<file path="src/rtl/text_console_cursor_engine_core_macros.svh">
// Assertion macros shared by the text console cursor engine RTL.
`ifndef TEXT_CONSOLE_CURSOR_ENGINE_CORE_MACROS_SVH
`define TEXT_CONSOLE_CURSOR_ENGINE_CORE_MACROS_SVH

// The consequent must hold in the same cycle as the antecedent.
`define TCCE_ASSERT_NOW(name, clk_sig, rstn_sig, ante, cons, msg) \
  name: assert property (@(posedge clk_sig) disable iff (!(rstn_sig)) \
    (ante) |-> (cons)) else $error(msg);

// The consequent must hold in the cycle after the antecedent.
`define TCCE_ASSERT_NEXT(name, clk_sig, rstn_sig, ante, cons, msg) \
  name: assert property (@(posedge clk_sig) disable iff (!(rstn_sig)) \
    (ante) |=> (cons)) else $error(msg);

`endif

</file>
<file path="src/rtl/tcce_pkg.sv">
// Shared constants, payload types and control structs for the text console cursor engine.
package tcce_pkg;

  localparam int COLUMNS    = 80;
  localparam int ROWS       = 25;
  localparam int TAB_WIDTH  = 8;
  localparam int CELL_COUNT = ROWS * COLUMNS;

  localparam int ROW_W   = $clog2(ROWS);
  localparam int COL_W   = $clog2(COLUMNS);
  localparam int CELL_AW = $clog2(CELL_COUNT);
  localparam int CNT_W   = $clog2(CELL_COUNT + 1);
  localparam int POS_W   = 11;

  localparam logic [7:0] CHAR_BS    = 8'h08;
  localparam logic [7:0] CHAR_TAB   = 8'h09;
  localparam logic [7:0] CHAR_LF    = 8'h0A;
  localparam logic [7:0] CHAR_FF    = 8'h0C;
  localparam logic [7:0] CHAR_CR    = 8'h0D;
  localparam logic [7:0] CHAR_SPACE = 8'h20;
  localparam logic [7:0] ATTR_RESET = 8'h0F;

  localparam logic CMD_PUT  = 1'b0;
  localparam logic CMD_READ = 1'b1;

  typedef struct packed {
    logic        command;
    logic [7:0]  character;
    logic [10:0] cell_address;
  } in_item_t;

  typedef struct packed {
    logic [10:0] cursor_position;
    logic [15:0] cell_value;
  } out_item_t;

  typedef struct packed {
    logic [ROW_W-1:0] row;
    logic [COL_W-1:0] col;
    logic             write_cell;
    logic             scroll;
    logic             clear_all;
  } step_t;

endpackage

</file>
<file path="src/rtl/tcce_cursor_step.sv">
// Cursor update for one put byte: control code decode, wrap and scroll request.
module tcce_cursor_step (
  input  logic [tcce_pkg::ROW_W-1:0] row,
  input  logic [tcce_pkg::COL_W-1:0] col,
  input  logic [7:0]                 character,
  output tcce_pkg::step_t            step
);
  import tcce_pkg::*;

  logic [COL_W:0] tab_pos;

  always_comb begin
    tab_pos = (COL_W + 1)'(((col / TAB_WIDTH) + 1) * TAB_WIDTH);
    step.row        = row;
    step.col        = col;
    step.write_cell = 1'b0;
    step.scroll     = 1'b0;
    step.clear_all  = 1'b0;
    case (character)
      CHAR_BS: begin
        if (col != '0) begin
          step.col = col - 1'b1;
        end else if (row != '0) begin
          step.row = row - 1'b1;
          step.col = COL_W'(COLUMNS - 1);
        end
      end
      CHAR_TAB: begin
        if (tab_pos < COLUMNS) begin
          step.col = tab_pos[COL_W-1:0];
        end else begin
          step.col = COL_W'(COLUMNS - 1);
        end
      end
      CHAR_LF: begin
        step.col = '0;
        if (row >= ROWS - 1) begin
          step.row    = ROW_W'(ROWS - 1);
          step.scroll = 1'b1;
        end else begin
          step.row = row + 1'b1;
        end
      end
      CHAR_FF: begin
        step.row       = '0;
        step.col       = '0;
        step.clear_all = 1'b1;
      end
      CHAR_CR: begin
        step.col = '0;
      end
      default: begin
        step.write_cell = 1'b1;
        if (col < COLUMNS - 1) begin
          step.col = col + 1'b1;
        end else begin
          step.col = '0;
          if (row >= ROWS - 1) begin
            step.row    = ROW_W'(ROWS - 1);
            step.scroll = 1'b1;
          end else begin
            step.row = row + 1'b1;
          end
        end
      end
    endcase
  end

endmodule

</file>
<file path="config.mk">
export PLATFORM = sky130hd
export DESIGN_NAME = tcce_cursor_step
export DESIGN_NICKNAME = d
export VERILOG_FILES = /design/src/rtl/text_console_cursor_engine_core_macros.svh /design/src/rtl/tcce_pkg.sv /design/src/rtl/tcce_cursor_step.sv
export SDC_FILE = /design/constraint.sdc
export NUM_CORES = 1
export LEC_CHECK = 0
export BUFFER_PORTS_ARGS = -buffer_cell sky130_fd_sc_hd__buf_2
export CAP_MARGIN = 40
export CORE_UTILIZATION = 45
export DETAILED_ROUTE_END_ITERATION = 8
export PLACE_DENSITY = 0.75
export SETUP_SLACK_MARGIN = 0.05
export SLEW_MARGIN = 20
export SYNTH_ARGS = -nofsm -noshare
export SYNTH_HDL_FRONTEND = slang
export SYNTH_SLANG_ARGS = --single-unit
</file>
<file path="constraint.sdc">
create_clock -name vclk -period 4.4
set_input_delay 1.32 -clock vclk [all_inputs]
set_output_delay 1.32 -clock vclk [all_outputs]
set_load 0.01 [all_outputs]
</file>
# [Word level (Yosys, flattened, before mapping)]
# Cells that the tools add are included.
[word_totals] register_bits=0 latch_bits=0 mem_bits_rw=0 mem_bits_ro=0 input_bits=20 out_inout_bits=15 elab_cells=33 memories=0
[op_classes] n_addsub=5 n_mul=0 div_mod_pow=0 n_lt_le_gt_ge=3 eq_ne=5 shifts=0 muxes=14 n_bitwise=0 reduce_logical=6
[ops] op="$eq 8x4->1 const B" count=5
[ops] op="$mux 7" count=3
[ops] op="$pmux 7 s3" count=1
[ops] op="$pmux 5 s4" count=1
[ops] op="$mux 5" count=3
[ops] op="$mux 12" count=1
[ops] op="$lt 8x7->1 const B" count=1
[ops] op="$add 7x1->7 const B" count=1
[ops] op="$lt 7x7->1 const B" count=1
[ops] op="$reduce_bool 7->1" count=1
[ops] op="$sub 7x1->7 const B" count=1
[ops] op="$add 4x1->5 const B" count=1
[ops] op="$add 5x1->5 const B" count=1
[ops] op="$ge 5x5->1 const B" count=1
[ops] op="$reduce_bool 5->1" count=1
[ops] op="$reduce_or 5->1" count=1
[ops] op="$sub 5x1->5 const B" count=1
[ops] op="$mux 1" count=4
[ops] op="$reduce_or 4->1" count=1
[ops] op="$reduce_or 3->1" count=1
[ops] op="$pmux 1 s2" count=1
[ops] op="$reduce_or 2->1" count=1

# [Longest topological paths before layout]
# Gate-level depths: netlist (run 1).
[depth] depth_word=4 mapped_depth=8

# [Worst setup path before layout (run 1)]
# Ideal clock, no wire load.
[synth_path] path_type="input to output" from="input port row[0] in the netlist's numbering" to="output port step[4] in the netlist's numbering" t_arrival_ns=2.723 slack_ns=0.357 stages=6 path_buffers=0 path_cell_list="inv_1 > ha_1 > or4b_4 > or3_1 > a32oi_1 > o21ai_0"
[synth_lines] element="from (decl)" line="tcce_cursor_step.sv:3" text="input logic [tcce_pkg::ROW_W-1:0] row,"
[synth_lines] element="to (decl)" line="tcce_cursor_step.sv:6" text="output tcce_pkg::step_t step"

==> results of run 1 <==
[cells in the final DEF (no fill, tap or decap), types with 2 or more instances in the layout]
cell type,n
a32oi_1,2
o21ai_0,8
nand3_1,10
ha_1,7
o21ai_1,3
nor2_1,9
inv_2,3
nor3_4,2
inv_1,8
a21o_1,2
a21oi_1,6
o21a_1,2
nand2_1,12
ha_2,2
xor2_1,2
o221ai_1,2
buf_4,16
nor3_1,4
nor2b_1,2
a31o_2,2
and3_1,4
o211ai_1,2
xnor2_1,2
buf_2,34
nand3b_1,4
a32o_1,2
a221o_1,3
nand4_1,2
nand2b_1,2
[metrics by stage]
step                      setup WS, ps  utilization (%)  total power [W]  std cells  TNS (ps)
after floorplan                    357                -        0.0000653        145         0
after global placement            80.1             60.1         0.000101        207         0
after detailed placement          18.6             60.1         0.000105        207         0
after CTS                         83.4             60.4         0.000106        207         0
after global routing             -96.4             65.9         0.000125        216      -160
final                             45.8             65.9         0.000114        216         0
[logic make-up (layout without fill, tap and decap cells)]
group	Yosys count	after routing	synth area share [%]
AND/OR/NAND/NOR	64	65	39.7
multiplexers	3	3	3.29
AO/OA/AOI/OAI	46	46	33.6
buffers and inverters	19	62	8.47
adder cells (fa/ha/maj)	9	9	11.4
XOR/XNOR	4	4	3.54
[cell type report]
class | instances | share of cell area [%]
Tap cell | 27 | 2.54
Multi-Input combinational cell | 127 | 72.0
Inverter | 11 | 3.10
Timing Repair Buffer | 51 | 22.3
[worst max-delay path by stage]
stage,startpoint,slack (ps),end
2_1_floorplan,row[0],360,step[4]
3_3_place_gp,row[1],80,step[4]
3_5_place_dp,col[0],20,step[8]
4_1_cts,row[1],80,step[4]
5_1_grt,col[1],-100,step[14]
6_report,col[1],50,step[14]
[metal layers]
metal,global-route usage (%),share of wire [%],vias up
met3,1.25,6.4,12
met1,35.6,40,630
met5,0,0,-
met2,46.3,51,69
met4,6.86,3.0,0
li1,-,-,646
[worst max-delay path: cells and delay by family]
family / cells / cell delay, ps
AOI/OAI and AO/OA: 3 / 720
adders and majority gates: 1 / 190
buffers and inverters: 3 / 350
and+or+nand+nor: 2 / 450
[report_power, final]
part	total [W]	switching, W	internal (W)
clock network	0	0	0
registers	0	0	0
logic	0.000114	0.0000657	0.0000488
[timing repair]
action / in CTS / in global routing
pin swaps: 0 / 7
setup buffers: 0 / 8
hold buffers: 0 / 0
setup endpoints to repair: 3 / 10
hold endpoints to repair: 0 / 0
gates cloned: 0 / 1
gates resized for setup: 3 / 13
==> flow_metrics.tcl, run 1 <==
set metrics [dict create \
    vdd_drop_max_uv 54.4 \
    criticalPathCategory "in -> out" \
    grt_use_total_pct 26.6 \
    vias 1357 \
    core-area_sq_um 2020 \
    hold_ws_ps 3040 \
    crit_path_max_incr_delay_ps 400 \
    avgSynthCellArea_sq_um 6.83 \
    cp.arrival_ps 3030 \
    finalSetupViolCount 0 \
    yosysWarnings 0 \
    n_sequential_cell 0 \
    drtIter0Drc 39 \
    cpMostUsedCell "buf_2" \
    nClkBuffers 0 \
    grt_first_pass_wirelength_um 5220 \
    yosysSeqAreaShare_pct 0 \
    synth_nets 174 \
    rsz0062_at_grt "yes" \
    final_nets 220 \
    drive_gt1_share_pct 39.2 \
    synthTopCellsByCount "nand2_1 (13), inv_1 (11), nand3_1 (10), o21ai_0 (10)" \
    grt_pass1_vias 1131 \
    initial_core_util_pct 48.9 \
    hold_depth 3 \
    worst_slew_pin_slew_ps 379 \
    overflow 0 \
    pin_count 35 \
    syn_area_sq_um 990 \
    vias_per_cell 6.28 \
    wirelength_um 3340 \
    hold_path.class "in -> out" \
    fmax_ghz 0.230 \
    hold_violations 0 \
    post_dp_cell_area_sq_um 1220 \
    fin_crit_ps 4350 \
    num_antenna_cells 0 \
    register_area_sq_um 0 \
    required_ps 3080 \
    gp_congestion 0.917 \
    status "completed" \
    period_share_pct 99.0 \
    synth.distinct_cells 53 \
    hpwl_um 2450 \
    portBuffers 35 \
    synthToLayoutAreaGrowth_pct 34.6 \
    antenna_found_initial 0 \
    worstPathMaxFanout 5 \
    synthTopCellsByArea "ha_1 (11%), nand3_1 (5.1%), o21ai_0 (5.1%)" \
    fp.dieW_um 48.9 \
    drv_slew 0 \
    dieArea_sq_um 2390 \
    hp-start "character[3]" \
    multi_input_area_sq_um 960 \
    detail-route-antenna-nets 0 \
    drt_first_pass_iters 4 \
    grt_start_max_net_pins 15 \
    synth_most_common_cell "nand2_1" \
    row_count 16 \
    die_y_um 48.9 \
    yosysTopAreaCell "ha_1" \
    cp-end-kind "output pin" \
    drc 0 \
    crit_chain "buf_2 -> inv_1 -> ha_2 -> nor3b_4 -> nand2_4 -> o41a_1 -> o31ai_2 -> o211ai_1 -> buf_2" \
    holdPathEnd "step[2]" \
    drv_cap 0 \
    syn_inst 145 \
    stdcell_area_sq_um 1330 \
    relSlewSlack_pct 74.5 \
    synth.top_cell.area_share_pct 11.4 \
    power.density_nw_per_um2 85.9 \
    routedWlPerCell_um 15.4 \
    p_leak_nw 0.613 \
    nFillCells 187 \
    critPathLaunchType "primary input" \
    cp_slowest_cell "o41a_1" \
]
Note: power is estimated with default switching activity, not from simulation.
==> run 2: changes to the inputs <==
Settings changed: ABC_AREA set to 1, CORE_ASPECT_RATIO set to 1.75, CORE_MARGIN set to 5, PLACE_DENSITY 0.75 to 0.77.
Clock period 4.4 ns to 3.73 ns, I/O delays scaled along.
==> run 2 against run 1 <==
  * First-iteration DRC count rose by 44%
  * Largest cell class unchanged
  * Synthesized area increased by 11%
  * Critical path type unchanged
  * Die area is 50% higher
  * Setup slack improved by 120 ps
  * Combinational power up 5%
  * Sequential share of layout area stayed put
  * Power grew 5.1%
  * Sequential cell count unchanged
==> flow_metrics.tcl, run 2 <==
set metrics [dict create \
    status "completed" \
    p_total_w 0.000120 \
    relSlewSlack_pct 76.0 \
    criticalPathCategory "in -> out" \
    grt_start_max_net_pins 15 \
    avgSynthCellArea_sq_um 4.98 \
    grt_pass1_vias 1256 \
    initial_core_util_pct 47.2 \
    syn_inst 221 \
    hold_violations 0 \
    overflow 0 \
    yosysSeqAreaShare_pct 0 \
    register_area_sq_um 0 \
    num_antenna_cells 0 \
    layout_commonest_cell "nand2_1" \
    fp.dieW_um 47.4 \
    synth_most_common_cell "nand2_1" \
    stdcell_area_sq_um 1300 \
    synth.distinct_cells 23 \
    power.density_nw_per_um2 92.9 \
    pin_count 35 \
    hold_depth 4 \
    grt_first_pass_wirelength_um 5090 \
    holdBufCountCts 0 \
    synthTopCellsByArea "nand2_1 (26%), nand3_1 (19%), ha_1 (10%)" \
    nClkBuffers 0 \
    core-area_sq_um 2330 \
    cp-end-kind "output pin" \
    gp_congestion 0.947 \
    routedWlPerCell_um 11.3 \
    setup_tns_ps 0 \
    hold_ws_ps 2590 \
    synth.top_cell.area_share_pct 25.9 \
    row_count 23 \
    cts_setup_buffers 0 \
    rsz0062_at_grt "yes" \
    cp.arrival_ps 2440 \
    grt_use_total_pct 18.1 \
    drt_first_pass_iters 5 \
    dieArea_sq_um 3570 \
    dp.cells 277 \
    synthToLayoutAreaGrowth_pct 17.7 \
    finalSetupViolCount 0 \
    required_ps 2610 \
    drc 0 \
    final_nets 283 \
    detail-route-antenna-nets 0 \
    final_cell_mix "nand2_1 (76), nand3_1 (42), buf_2 (35)" \
    hp-start "character[3]" \
    wirelength_um 3140 \
    vias 1462 \
    antenna_found_initial 0 \
    worstPathMaxFanout 12 \
    n_sequential_cell 0 \
    yosysTopAreaCell "nand2_1" \
    fmax_ghz 0.281 \
    synth_nets 250 \
    yosysWarnings 0 \
    nFillCells 268 \
    synthTopCellsByCount "nand2_1 (76), nand3_1 (42), inv_1 (30), nor2_1 (17), ha_1 (9)" \
    instances_no_fill 277 \
    hpwl_um 2540 \
    post_dp_cell_area_sq_um 1290 \
    fin_crit_ps 3560 \
    hold_path.class "in -> out" \
    die_y_um 75.4 \
    vias_per_cell 5.28 \
    drive_gt1_share_pct 19.8 \
    portBuffers 35 \
    critPathLaunchType "primary input" \
    drtIter0Drc 56 \
    period_share_pct 95.4 \
    p_leak_nw 0.775 \
    worst_slew_pin_slew_ps 359 \
    holdPathEnd "step[0]" \
    syn_area_sq_um 1100 \
    cts_resized 0 \
    vdd_drop_max_uv 43.0 \
    drv_slew 0 \
    drv_cap 0 \
]
-- run 2: cell count changes in the layout (fill, tap and decap cells not counted), moves of 3 or more --
cell / change
nand2_1: +64
nand3_1: +32
inv_1: +21
buf_4: -12
nor2_1: +7
xor2_1: +6
and3_1: -4
a221o_1: -3
nand3b_1: -3
nor2_4: +3
-- run 2: cell type report --
type                            count  area (sq um)  area share [%]
Multi-Input combinational cell    182           943            72.8
Timing Repair Buffer               39           205            15.8
Inverter                           31           116            8.98
Tap cell                           25          31.3            2.41
-- run 2: report_power, final --
| group | total (W) | switching [W] | leakage [nW] | internal, W |
|---|---|---|---|---|
| Sequential | 0 | 0 | 0 | 0 |
| Clock | 0 | 0 | 0 | 0 |
| Combinational | 0.000120 | 0.0000749 | 0.775 | 0.0000455 |
-- run 2: critical path, cell delays in order --
cell     delay, ps
buf_2          180
inv_1          120
ha_1           200
nand3_2        100
nand2_2        170
inv_2          160
nand2_1         60
nand2_1         70
nand2_1         50
nand3_1         80
buf_2          130
-- run 2: stage by stage --
step | utilization [%] | worst slack, ps
2_1_floorplan | - | 429
3_3_place_gp | 55.2 | 116
3_5_place_dp | 55.2 | 109
4_1_cts | 55.2 | 108
5_1_grt | 55.6 | 44.9
6_report | 55.6 | 170
-- run 2: cell families (layout without fill, tap and decap cells) --
family,after synthesis,after routing,synth area share (%)
buffers and inverters,39,70,15.2
AND/OR/NAND/NOR,150,150,60.2
AO/OA/AOI/OAI,14,14,7.16
adder cells (fa/ha/maj),9,9,10.2
XOR/XNOR,9,9,7.16
-- run 2: metal layers --
metal  vias up  share of wire, %  global-route usage [%]
met3         4               6.6                       0
li1        768                 -                       -
met2        56                53                    32.7
met4         0               1.1                    3.69
met5         -                 0                       0
met1       634                39                    23.2
-- run 2: worst max-delay path by stage --
stage	to	slack, ps	start
finish	step[10]	170	col[4]
global route	step[11]	40	col[0]
CTS	step[5]	110	character[6]
detailed placement	step[5]	110	character[6]
global placement	step[10]	120	col[4]
floorplan	step[13]	430	col[0]
==> run 3: changes to the inputs <==
Settings changed: RECOVER_POWER set to 100.
==> run 3 against run 2 <==
  * Setup slack worse by 13 ps
  * Combinational power about the same
  * Final area is 0.77% lower
  * Maximum frequency down 0.37%
  * Hold slack worse by 0.74 ps
  * Power fell by 1.3%
  * Via count decreased by 0.27%
  * Utilization is 0.43 points lower
  * Final cell count unchanged
  * Wire length increased by 0.22%
  * Largest power group unchanged
==> flow_metrics.tcl, run 3 (synthesis results as in run 2) <==
set metrics [dict create \
    final_nets 283 \
    setup_ws_ps 157 \
    overflow 0 \
    fp.dieW_um 47.4 \
    fin_crit_ps 3570 \
    drive_gt1_share_pct 17.1 \
    synthToLayoutAreaGrowth_pct 16.8 \
    num_antenna_cells 0 \
    vdd_drop_max_uv 42.9 \
    dp.cells 277 \
    grt_use_met1_pct 23.2 \
    grt_first_pass_wirelength_um 5090 \
    worst_slew_pin_slew_ps 361 \
    nClkBuffers 0 \
    dieArea_sq_um 3570 \
    vias_per_cell 5.26 \
    worstPathMaxFanout 12 \
    finalSetupViolCount 0 \
    p_total_w 0.000119 \
    vias 1458 \
    p_leak_nw 0.755 \
    drc 0 \
    portBuffers 35 \
    drtIter0Drc 57 \
    cts_setup_buffers 0 \
    setup_tns_ps 0 \
    final_cell_mix "nand2_1 (76), nand3_1 (42), inv_1 (29)" \
    dp_slack_ps 109 \
    cp.arrival_ps 2450 \
    critPathLaunchType "primary input" \
    wirelength_um 3150 \
    pin_count 35 \
    grt_use_met2_pct 32.7 \
    power.density_nw_per_um2 92.4 \
    die_y_um 75.4 \
    instances_no_fill 277 \
    criticalPathCategory "in -> out" \
    hpwl_um 2540 \
    hp-start "character[2]" \
    holdBufCountCts 0 \
    gp_congestion 0.947 \
    grt_use_met3_pct 0 \
    holdPathEnd "step[0]" \
    fmax_ghz 0.280 \
    grt_most_used_layer "met2" \
    hold_violations 0 \
    initial_core_util_pct 47.2 \
    period_share_pct 95.8 \
    hold_depth 4 \
    grt_start_max_net_pins 15 \
    nFillCells 272 \
    grt_use_total_pct 18.1 \
    antenna_found_initial 0 \
    status "completed" \
    routedWlPerCell_um 11.4 \
    layout_commonest_cell "nand2_1" \
    drv_slew 0 \
    rsz0062_at_grt "yes" \
    multi_input_area_sq_um 941 \
    hold_ws_ps 2590 \
    cp-end-kind "output pin" \
    core-area_sq_um 2330 \
    required_ps 2610 \
    relSlewSlack_pct 75.9 \
    grt_pass1_vias 1256 \
    hold_path.class "in -> out" \
    drv_cap 0 \
    n_sequential_cell 0 \
    drt_first_pass_iters 4 \
    register_area_sq_um 0 \
    detail-route-antenna-nets 0 \
    row_count 23 \
]
[run 3: cell types whose count changed in the layout (fill, tap and decap cells not counted)]
cell / before / now
buf_2: 35 / 26
clkbuf_1: 0 / 6
clkbuf_2: 0 / 3
nor2_1: 16 / 17
nor2_2: 2 / 1
[run 3: per-stage QoR]
| step | cell area (sq um) | util [%] |
|---|---|---|
| finish | 1290 | 55.2 |
| detailed placement | 1290 | 55.2 |
| global route | 1290 | 55.2 |
| CTS | 1290 | 55.2 |
| floorplan | 1100 | - |
| global placement | 1290 | 55.2 |
[run 3: layout make-up]
type / count / area share, %
Multi-Input combinational cell: 182 / 73.2
Timing Repair Buffer: 39 / 15.4
Inverter: 31 / 9.05
Tap cell: 25 / 2.43
[run 3: critical path: stages]
cell	delay, ps
clkbuf_2	190
inv_1	130
ha_1	210
nand3_2	100
nand2_2	170
inv_2	160
nand2_1	60
nand2_1	60
nand2_1	40
nand3_1	80
clkbuf_2	130
[run 3: power by group]
| part | switching (W) | internal, W | total (W) |
|---|---|---|---|
| registers | 0 | 0 | 0 |
| logic | 0.0000748 | 0.0000440 | 0.000119 |
| clock network | 0 | 0 | 0 |
[run 3: how the worst max path moves through the flow]
stage,start,end,slack [ps],cells past startpoint
after global placement,col[4],step[10],120,11
after global routing,col[4],step[10],20,11
final,col[4],step[10],160,11
after detailed placement,character[6],step[5],110,10
after floorplan,col[0],step[13],430,9
after CTS,character[6],step[5],110,10
[run 3: timing repair]
item	in CTS	in global routing
hold endpoints to repair	0	0
gates resized for setup	0	5
setup endpoints to repair	0	12
[run 3: routing by layer]
| layer | up-vias | wire length (um) |
|---|---|---|
| met5 | - | 0 |
| met4 | 0 | 29 |
| met3 | 4 | 214 |
| met2 | 53 | 1670 |
| met1 | 634 | 1230 |
| li1 | 767 | - |
